--- config.mk ---
export PLATFORM = sky130hd
export DESIGN_NAME = i2c_target_register_file_unit
export DESIGN_NICKNAME = d
export VERILOG_FILES = /design/src/rtl/i2ctrf_pkg.sv /design/src/rtl/i2c_target_register_file_unit.sv
export SDC_FILE = /design/constraint.sdc
export NUM_CORES = 1
export LEC_CHECK = 0
export BUFFER_PORTS_ARGS = -buffer_cell sky130_fd_sc_hd__buf_2
export CORE_UTILIZATION = 35
export CTS_CLUSTER_SIZE = 24
export DETAILED_ROUTE_END_ITERATION = 16
export GPL_TIMING_DRIVEN = 0
export SLEW_MARGIN = 20
export SYNTH_ARGS = -nofsm -noshare
export SYNTH_HDL_FRONTEND = slang
export SYNTH_SLANG_ARGS = --single-unit
--- constraint.sdc ---
create_clock -name clock -period 2.9 [get_ports clock]
set_input_delay 0.725 -clock clock [delete_from_list [all_inputs] [get_ports clock]]
set_output_delay 0.725 -clock clock [all_outputs]
set_load 0.05 [all_outputs]
--- src/rtl/i2ctrf_pkg.sv ---
// ----------------------------------------------------------------------------
// i2c target register file package
// bus event codes and sequencer states
// ----------------------------------------------------------------------------
package i2ctrf_pkg;

   // bus event codes carried on req_kind
   typedef enum logic [2:0] {
      KIND_WR_ADDR = 3'd0,
      KIND_DATA_RX = 3'd1,
      KIND_STOP    = 3'd2,
      KIND_RD_ADDR = 3'd3,
      KIND_TX_ACK  = 3'd4,
      KIND_LOAD    = 3'd5
   } kind_type;

   typedef enum logic [1:0] {
      ST_IDLE,
      ST_EXEC,
      ST_REPLY
   } state_type;

endpackage

--- src/rtl/i2c_target_register_file_unit.sv ---
// ----------------------------------------------------------------------------
// i2c target register file unit
// byte-level register pointer interface with a write store and a read store
// ----------------------------------------------------------------------------
// Every request passes through the accept edge, an execute cycle in which
// the pointer registers update and the stores are read and written through
// their synchronous write and read ports, and a reply cycle in which
// rsp_strobe is high and the result sits on the rsp_ ports. busy stays high
// through the execute and reply cycles, so a new start is taken only once the
// sequencer is back in idle; the registered store reads put a reply cycle
// after the execute cycle. The receiver cannot stall, and each result is
// shown for that single reply cycle only. Both stores read as zero after
// reset through per-entry valid flags cleared at once by reset, so there is
// no clearing pass and requests are taken in the first cycle after reset.
// ----------------------------------------------------------------------------
module i2c_target_register_file_unit #(
   parameter int STORE_DEPTH  = 32,
   parameter int SELECT_INDEX = 1
) (
   input  logic       clock,
   input  logic       reset,
   input  logic       start,
   output logic       busy,
   input  logic [2:0] req_kind,
   input  logic [7:0] req_data_byte,
   input  logic [4:0] req_load_index,
   output logic       rsp_strobe,
   output logic       rsp_tx_valid,
   output logic [7:0] rsp_tx_byte,
   output logic [7:0] rsp_channel_select,
   output logic [7:0] rsp_bytes_received
);

   localparam int IDX_W = (STORE_DEPTH > 1) ? $clog2(STORE_DEPTH) : 1;
   localparam logic [8:0] DEPTH9 = 9'(STORE_DEPTH);
   // select entry may lie past the end of a small store
   localparam bit SEL_IN_RANGE = (SELECT_INDEX < STORE_DEPTH);
   localparam logic [IDX_W-1:0] SEL_ADDR = IDX_W'(SEL_IN_RANGE ? SELECT_INDEX : 0);

   // sequencer
   i2ctrf_pkg::state_type state_ff, state_in;

   // captured request
   logic [2:0] kind_ff;
   logic [7:0] byte_ff;
   logic [4:0] idx_ff;

   // pointer and transfer state
   logic [7:0] ptr_ff, ptr_in;
   logic [7:0] woff_ff, woff_in;
   logic [7:0] roff_ff, roff_in;
   logic       in_xfer_ff, in_xfer_in;
   logic       expect_ff, expect_in;
   logic [7:0] rx_cnt_ff, rx_cnt_in;
   logic [7:0] sel_ff, sel_in;

   // stores and their valid flags
   logic [7:0] wr_mem [STORE_DEPTH];
   logic [7:0] rd_mem [STORE_DEPTH];
   logic [STORE_DEPTH-1:0] wr_vld_ff, wr_vld_in;
   logic [STORE_DEPTH-1:0] rd_vld_ff, rd_vld_in;

   // store port controls for the execute cycle
   logic             wr_we;
   logic [IDX_W-1:0] wr_addr;
   logic             rd_we;
   logic [IDX_W-1:0] rd_waddr;
   logic [IDX_W-1:0] rd_raddr;

   // registered read results, consumed in the reply cycle
   logic [7:0] rd_data_ff;
   logic       rd_hit_ff, rd_hit_in;
   logic       tx_flag_ff, tx_flag_in;
   logic [7:0] sel_rd_ff;
   logic       sel_rd_vld_ff;
   logic       sel_fwd_ff, sel_fwd_in;
   logic       sel_upd_ff, sel_upd_in;

   // execute-cycle helpers
   logic [8:0] pos;
   logic       pos_ok;
   logic [7:0] woff_wrap;
   logic       ptr_byte;
   logic       load_ok;
   logic [7:0] new_sel;

   // next state
   always_comb begin
      state_in = state_ff;
      unique case (state_ff)
         i2ctrf_pkg::ST_IDLE: begin
            if (start) state_in = i2ctrf_pkg::ST_EXEC;
         end
         i2ctrf_pkg::ST_EXEC:  state_in = i2ctrf_pkg::ST_REPLY;
         i2ctrf_pkg::ST_REPLY: state_in = i2ctrf_pkg::ST_IDLE;
         default:              state_in = i2ctrf_pkg::ST_IDLE;
      endcase
   end

   // handshake outputs, no request is taken while reset is high
   always_comb begin
      busy       = 1'b1;
      rsp_strobe = 1'b0;
      unique case (state_ff)
         i2ctrf_pkg::ST_IDLE:  busy = 1'b0;
         i2ctrf_pkg::ST_EXEC:  busy = 1'b1;
         i2ctrf_pkg::ST_REPLY: rsp_strobe = 1'b1;
         default:              busy = 1'b1;
      endcase
      if (reset) busy = 1'b1;
   end

   // read position and write offset wrap
   assign pos       = {1'b0, ptr_ff} + {1'b0, roff_ff};
   assign pos_ok    = (pos < DEPTH9);
   assign woff_wrap = ({1'b0, woff_ff} >= DEPTH9) ? 8'd0 : woff_ff;
   assign ptr_byte  = in_xfer_ff && expect_ff;
   assign load_ok   = ({4'd0, idx_ff} < DEPTH9);

   assign wr_addr  = woff_wrap[IDX_W-1:0];
   assign rd_raddr = pos_ok ? pos[IDX_W-1:0] : '0;
   assign rd_waddr = load_ok ? IDX_W'(idx_ff) : '0;

   // event decode in the execute cycle
   always_comb begin
      ptr_in     = ptr_ff;
      woff_in    = woff_ff;
      roff_in    = roff_ff;
      in_xfer_in = in_xfer_ff;
      expect_in  = expect_ff;
      rx_cnt_in  = rx_cnt_ff;
      wr_we      = 1'b0;
      rd_we      = 1'b0;
      rd_hit_in  = rd_hit_ff;
      tx_flag_in = tx_flag_ff;
      sel_fwd_in = sel_fwd_ff;
      sel_upd_in = sel_upd_ff;
      if (state_ff == i2ctrf_pkg::ST_EXEC) begin
         rd_hit_in  = 1'b0;
         tx_flag_in = 1'b0;
         sel_fwd_in = 1'b0;
         sel_upd_in = 1'b0;
         unique case (kind_ff)
            i2ctrf_pkg::KIND_WR_ADDR: begin
               rx_cnt_in  = 8'd0;
               woff_in    = 8'd0;
               roff_in    = 8'd0;
               in_xfer_in = 1'b1;
               expect_in  = 1'b1;
            end
            i2ctrf_pkg::KIND_DATA_RX: begin
               if (ptr_byte) begin
                  // pointer beyond the store depth falls back to zero; one equal to it is kept
                  ptr_in    = ({1'b0, byte_ff} > DEPTH9) ? 8'd0 : byte_ff;
                  woff_in   = ({1'b0, byte_ff} > DEPTH9) ? 8'd0 : byte_ff;
                  expect_in = 1'b0;
               end else begin
                  wr_we      = 1'b1;
                  woff_in    = woff_wrap + 8'd1;
                  rx_cnt_in  = rx_cnt_ff + 8'd1;
                  sel_upd_in = 1'b1;
                  // forward the byte when it lands on the select entry
                  sel_fwd_in = SEL_IN_RANGE && (wr_addr == SEL_ADDR);
               end
            end
            i2ctrf_pkg::KIND_STOP: begin
               in_xfer_in = 1'b0;
            end
            i2ctrf_pkg::KIND_RD_ADDR,
            i2ctrf_pkg::KIND_TX_ACK: begin
               tx_flag_in = 1'b1;
               if (pos_ok) begin
                  rd_hit_in = rd_vld_ff[rd_raddr];
                  roff_in   = roff_ff + 8'd1;
               end
            end
            i2ctrf_pkg::KIND_LOAD: begin
               rd_we = load_ok;
            end
            default: begin
               // unused codes leave the pointer and store state alone
               tx_flag_in = 1'b0;
            end
         endcase
      end
   end

   // valid flags follow the store writes
   always_comb begin
      wr_vld_in = wr_vld_ff;
      rd_vld_in = rd_vld_ff;
      if (wr_we) wr_vld_in[wr_addr] = 1'b1;
      if (rd_we) rd_vld_in[rd_waddr] = 1'b1;
   end

   // select value as of the last data write
   always_comb begin
      if (!SEL_IN_RANGE) begin
         new_sel = 8'd0;
      end else if (sel_fwd_ff) begin
         new_sel = byte_ff;
      end else if (sel_rd_vld_ff) begin
         new_sel = sel_rd_ff;
      end else begin
         new_sel = 8'd0;
      end
   end

   always_comb begin
      sel_in = sel_ff;
      if (state_ff == i2ctrf_pkg::ST_REPLY && sel_upd_ff) sel_in = new_sel;
   end

   // control registers
   always_ff @(posedge clock) begin
      if (reset) begin
         state_ff   <= i2ctrf_pkg::ST_IDLE;
         ptr_ff     <= 8'd0;
         woff_ff    <= 8'd0;
         roff_ff    <= 8'd0;
         in_xfer_ff <= 1'b0;
         expect_ff  <= 1'b0;
         rx_cnt_ff  <= 8'd0;
         sel_ff     <= 8'd0;
         wr_vld_ff  <= '0;
         rd_vld_ff  <= '0;
         rd_hit_ff  <= 1'b0;
         tx_flag_ff <= 1'b0;
         sel_fwd_ff <= 1'b0;
         sel_upd_ff <= 1'b0;
      end else begin
         state_ff   <= state_in;
         ptr_ff     <= ptr_in;
         woff_ff    <= woff_in;
         roff_ff    <= roff_in;
         in_xfer_ff <= in_xfer_in;
         expect_ff  <= expect_in;
         rx_cnt_ff  <= rx_cnt_in;
         sel_ff     <= sel_in;
         wr_vld_ff  <= wr_vld_in;
         rd_vld_ff  <= rd_vld_in;
         rd_hit_ff  <= rd_hit_in;
         tx_flag_ff <= tx_flag_in;
         sel_fwd_ff <= sel_fwd_in;
         sel_upd_ff <= sel_upd_in;
      end
   end

   // request capture
   always_ff @(posedge clock) begin
      if (state_ff == i2ctrf_pkg::ST_IDLE && start) begin
         kind_ff <= req_kind;
         byte_ff <= req_data_byte;
         idx_ff  <= req_load_index;
      end
   end

   // write store: one write, select entry read every cycle
   always_ff @(posedge clock) begin
      if (wr_we) wr_mem[wr_addr] <= byte_ff;
      sel_rd_ff     <= wr_mem[SEL_ADDR];
      sel_rd_vld_ff <= wr_vld_ff[SEL_ADDR];
   end

   // read store: local load write, transmit read
   always_ff @(posedge clock) begin
      if (rd_we) rd_mem[rd_waddr] <= byte_ff;
      rd_data_ff <= rd_mem[rd_raddr];
   end

   // result
   assign rsp_tx_valid       = rsp_strobe && tx_flag_ff;
   assign rsp_tx_byte        = (rsp_strobe && rd_hit_ff) ? rd_data_ff : 8'd0;
   assign rsp_channel_select = sel_upd_ff ? new_sel : sel_ff;
   assign rsp_bytes_received = rx_cnt_ff;

endmodule

# [Word level (Yosys, flattened, before mapping)]
# Memory sizes are Yosys's and may differ from the RTL's. A register that Yosys moved wholly into a read port is not among the register bits.
# Index checks and enable logic that the tools add are counted.
[totals] reg_bits=129 mem_bits_rw=512 out_inout_bits=27 wordCells=106 mem_count=2
[memory_table] name="rd_mem" words=32 width=8 read_ports=1 rd_clocked_by_memory_dff=1 wr=1 line_no="i2c_target_register_file_unit.sv:59" source="logic [7:0] rd_mem [STORE_DEPTH];"
[memory_table] name="wr_mem" words=32 width=8 read_ports=1 rd_clocked_by_memory_dff=1 wr=1 line_no="i2c_target_register_file_unit.sv:58" source="logic [7:0] wr_mem [STORE_DEPTH];"
[op_classes] add_sub_neg=4 n_lt_le_gt_ge=8 n_eq_ne=12 n_mux=41 bitwise=2 reduce_logical=19
[ops] operator="two-way mux 8 bit" count=9
[ops] operator="bitwise OR 32 bit" count=2
[ops] operator="case mux 8 bit (2 select lines)" count=3
[ops] operator="adder 8 x 1 -> 8 bit, second input constant" count=3
[ops] operator="two-way mux 1 bit" count=21
[ops] operator="< comparator 5 x 6 -> 1 bit, second input constant" count=3
[ops] operator="AND reduction 3 bit" count=4
[ops] operator="demux 1 bit (select 5 bit)" count=2
[ops] operator="greater-or-equal comparator 5 x 1 -> 1 bit, second input constant" count=2
[ops] operator="adder 8 x 8 -> 9 bit" count=1
[ops] operator="< comparator 9 x 6 -> 1 bit, second input constant" count=1
[ops] operator="greater-or-equal comparator 8 x 6 -> 1 bit, second input constant" count=1
[ops] operator="> comparator 8 x 6 -> 1 bit, second input constant" count=1
[ops] operator="inequality test 2 bit, second input constant" count=4
[ops] operator="logical AND 1 bit" count=7
[ops] operator="== test 3 x 2 -> 1 bit, second input constant" count=2
[ops] operator="== test 3 bit, second input constant" count=2
[ops] operator="nonzero test 2 bit" count=3
[ops] operator="binary-select mux 1 bit (select 5 bit)" count=1
[ops] operator="== test 5 x 1 -> 1 bit, second input constant" count=1
[ops] operator="two-way mux 5 bit" count=1
[ops] operator="case mux 1 bit (2 select lines)" count=2
[ops] operator="case mux 2 bit (2 select lines)" count=1
[ops] operator="AND reduction 2 bit" count=2
[ops] operator="7 further kinds" count=7

# [Longest topological paths before layout]
[depth] word_depth=7 depth_mapped=14 depth_no_buf=11

# [Worst setup path before layout]
# OpenSTA, ideal clock, no wires.
[synth_timing] kind="flip-flop to flip-flop" from="reg roff_ff[0]" to="reg rd_data_ff[2] (read register of rd_mem)" t_arrival_ns=2.727 t_required_ns=2.771 slack_ns=0.044 path_stages_with_launch=12 path_buffers=2 path_cell_list="dfxtp_1 ha_1 inv_1 fa_1 xnor2_2 nand2_1 nor2_4 buf_6 clkbuf_1 a21oi_1 a211oi_1 o32ai_1"
[synth_between] elab_chain_cells=3
[synth_rtl] item="start: declaration" line_no="i2c_target_register_file_unit.sv:51" source="logic [7:0] roff_ff, roff_in;"
[synth_rtl] item="start signal: assignment" line_no="i2c_target_register_file_unit.sv:235" source="roff_ff <= roff_in;"
[synth_rtl] item="adder 8 x 8 -> 9 bit (*)" line_no="i2c_target_register_file_unit.sv:114" source="assign pos = {1'b0, ptr_ff} + {1'b0, roff_ff};"
[synth_rtl] item="< comparator 9 x 6 -> 1 bit" line_no="i2c_target_register_file_unit.sv:115" source="assign pos_ok = (pos < DEPTH9);"
[synth_rtl] item="two-way mux 5 bit (*)" line_no="i2c_target_register_file_unit.sv:121" source="assign rd_raddr = pos_ok ? pos[IDX_W-1:0] : '0;"
[synth_rtl] item="end: declaration" line_no="i2c_target_register_file_unit.sv:71" source="logic [7:0] rd_data_ff;"
# Mark *: on every way between the ends. The rest lies on a longest branch, timed or not.
# A chain may end at the register's enable or synchronous reset.

# [Worst setup path in the final report]
[layout_timing] from="reg roff_ff[0]" to="reg rd_data_ff[4] (read register of rd_mem)"
# The elaborated chain is that of the path after synthesis.

==> summary.md <==
| Metric | Value |
|---|---|
| Period utilisation layout | `101%` |
| CP Launch Type | `register` |
| Failing checks | `negative setup slack` |
| CP Class | `reg2reg` |
| Clock Path Buffers | `3` |
| First-pass GRT wire length | `66200 µm` |
| CTS sink count | `378` |
| P per Cell Area | `600 nW/µm²` |
| Largest regs | `rd_mem (256), rd_vld_ff (32)` |
| CP max stage cell | `a221o_1` |
| Min Clock Period, post-route | `2.92 ns` |
| Setup WS pre-CTS | `-1.18 ns` |
| HP Class | `reg2reg` |
| Initial Utilization | `35.5%` |
| CP cell instances | `ha_4 -> inv_2 -> fa_2 -> nor2b_4 -> nor4b_4 -> mux2_4 -> buf_8 -> nand2_4 -> buf_8 -> a32oi_4 -> o31ai_2 -> a221o_1 -> o32ai_2` |
| Slew Viols, Final | `0` |
| Final worst slack | `-0.0166 ns` |
| Largest reg by FF count | `rd_mem` |
| Post-Synth Adder-Cell Area | `1.11%` |
| Die Span Y | `211 µm` |
| Die area | `44500 µm²` |
| Hold_ws | `0.338 ns` |
| CTS Root Cell | `clkbuf_16` |
| Post-Syn Area | `15300 µm²` |
| Worst path bufs/invs | `3` |
| Filler instances | `3914` |
| WL per Instance | `23.3 µm` |
| Final HPWL DP | `30200 µm` |
| Global routing usage on met3 | `5.25%` |
| Register area share after synthesis | `67.9%` |
| CP arrival | `3.38 ns` |
| Max reg flops | `256` |
| Port buffer count | `45` |
| Met1 usage | `26.4%` |
| Worst stage delay on the critical path | `0.39 ns` |
| NumNets Final | `1349` |
| Clk pin slew, worst setup/hold paths | `0.06 ns` |
| Commonest non-fill, non-tap cell in the layout | `edfxtp_1` |
| Net Count, Synth | `1221` |
| Fin. Hold Viols | `0` |
| Worst-Skew Late Latency | `0.57 ns` |
| Htree depth | `2` |
| Mean post-synth cell area | `12.8 µm²` |
| Clk_skew | `0.0274 ns` |
| Slew @ Worst Pin | `1.16 ns` |
| Routability congestion estimate | `0.902` |
| Vias/cell | `5.50` |
| Layout cells sized above 1 | `21.3%` |
| Crit path required time | `3.36 ns` |
| Async SR Flop Fraction | `0%` |
| Total CTS buffers | `40` |
| Peak supply drop | `398 µV` |
| Global Route met2 Usage | `32.6%` |
| Post-route ant nets | `0` |
| Placed Cells incl. Taps | `1831` |
| Setup crit end kind | `register` |
| Busiest grt layer | `met2` |
| Post-synth EDFFs | `280` |
| GRT Util Overall | `20.4%` |
| Initial DRC Count | `1220` |
| Cells after synthesis | `1189` |
| Drt total wl | `45000 µm` |
| Area grow syn2layout | `20.5%` |
| # DRC | `0` |
| Crit-path max FO | `10` |
| Pin count of the biggest net entering global routing | `29` |
| CTS tree | `done` |
| Diode count | `0` |
| Max_slew headroom | `22.5%` |
| Most frequent cells in the layout | `280 x edfxtp_1, 142 x nor2_1, 121 x nand2_1` |
| Overflow after GRT | `0` |
| Synth Register Bits | `378` |
| P_leak | `0.00629 µW` |
| Row cnt | `76` |
| Via Count | `10617` |
| Ys flop type | `edfxtp_1` |
| Outcome | `finished, violations left` |
| Non-Filler Instances | `1932` |
| Die X | `211 µm` |
| # Max-Cap Violations | `0` |
| Core area | `43100 µm²` |
| Vias in the first global route | `10296` |
| Cell repeated most along the worst path | `buf_8` |
| Xor and xnor area share after synthesis | `0.909%` |
| RSZ-0062 raised after global routing | `yes` |
| Crit path max-delay family | `compound AO/OA/AOI/OAI gates` |
| I/O pins | `46` |
| Netlist cell types | `80` |
| Synth Area in Compound Gates | `10.7%` |
| Simple-Gate Fraction of Synth Area | `12.4%` |
| Synth warn | `0` |
| Detailed Routing Iterations Pass 1 | `6` |
| Fmax | `0.343 GHz` |
| Post-synthesis mux area share | `4.78%` |
| Final setup violation count | `1` |
| Initial antenna violation count | `0` |
| Largest family of logic cells by synthesized area | `simple AND/OR/NAND/NOR gates` |
## kinds of logic after synthesis
group / count (synthesis)
AOI/OAI and AO/OA: 241
xor gates and xnor gates: 15
adders and majority gates: 13
buffers and inverters: 71
DFF: 378
muxes: 61
and+or+nand+nor: 410
## through the flow
step | cell area, µm² | util, % | total power, µW | setup TNS [ns]
6_report | 18400 | 42.7 | 11000 | -0.0166
3_3_place_gp | 16200 | 37.7 | 6250 | -14.40
2_1_floorplan | 15300 | - | 6130 | 0
4_1_cts | 18300 | 42.4 | 11100 | -0.0179
3_5_place_dp | 16400 | 38.1 | 6280 | -8.97
5_1_grt | 18400 | 42.7 | 11300 | -0.383
## path summary, 6_finish.rpt
path,slack [ns],endpoint,cells past startpoint,startpoint
max,-0.02,rd_data_ff[4],13,roff_ff[0]
min,0.34,sel_rd_ff[3],0,wr_mem[1][3]
max reg2reg,-0.02,rd_data_ff[4],13,roff_ff[0]
min reg2reg,0.34,sel_rd_ff[3],0,wr_mem[1][3]
## synth_stat cells, drive strengths merged, types with 4 or more instances
library cell / n / area, µm²
nor4: 4 / 46.3
a21oi: 62 / 310
a31oi: 18 / 113
o21ba: 8 / 80.1
nand4: 5 / 31.3
o22ai: 13 / 81.3
o32ai: 7 / 68.8
nand2b: 7 / 43.8
nand2: 125 / 474
mux4: 7 / 158
a22oi: 10 / 75.1
and2: 9 / 56.3
mux2i: 39 / 403
nand3: 31 / 168
inv: 6 / 22.5
nor2: 153 / 589
nor3b: 5 / 37.5
mux2: 15 / 169
a221oi: 11 / 103
and3: 14 / 87.6
edfxtp: 280 / 8410
a221o: 5 / 50.1
o2bb2ai: 5 / 43.8
clkbuf: 35 / 131
xor2: 8 / 70.1
a211oi: 24 / 180
xnor2: 7 / 68.8
nor2b: 6 / 45.0
buf: 29 / 166
a22o: 7 / 61.3
o21ai: 40 / 200
ha: 12 / 150
nor3: 36 / 196
dfxtp: 98 / 1960
or3: 6 / 37.5
## worst register-to-register path: cells and delay by family (launching register included)
| family | cells | cell delay (ns) |
|---|---|---|
| AND/OR/NAND/NOR | 3 | 0.49 |
| buffers and inverters | 3 | 0.41 |
| flip-flops | 1 | 0.35 |
| multiplexers | 1 | 0.24 |
| AO/OA/AOI/OAI | 4 | 0.93 |
| adder cells (fa/ha/maj) | 2 | 0.42 |
## repair_timing
item | 4_1_cts | 5_1_grt
resized for setup | 106 | 29
buffers inserted | 22 | 6
pin swaps | 15 | 7
gates cloned | 1 | 0
setup endpoints to repair | 18 | 14
hold buffers | 0 | 0
## layout make-up
class | count | area (µm²) | share of cell area [%]
clock inverter | 12 | 72.6 | 0.394
sequential | 378 | 10400 | 56.4
timing repair buffer | 86 | 687 | 3.73
clock buffer | 60 | 1160 | 6.29
buffer | 64 | 427 | 2.32
multi-input combinational | 740 | 4930 | 26.8
tap | 585 | 732 | 3.98
inverter | 7 | 27.5 | 0.150
## report_power, final
part,internal (µW),total [µW],switching (µW)
Sequential,5840,5880,39.3
Clock,2760,4850,2090
Combinational,98.1,317,219
Total,8700,11000,2350
## routing by layer
metal / vias to the layer above / share of wire, %
li1: 4716 / -
met1: 5286 / 41
met2: 503 / 47
met3: 112 / 8.8
met4: 0 / 4.0
met5: - / 0
(Power assumes the default switching activity.)
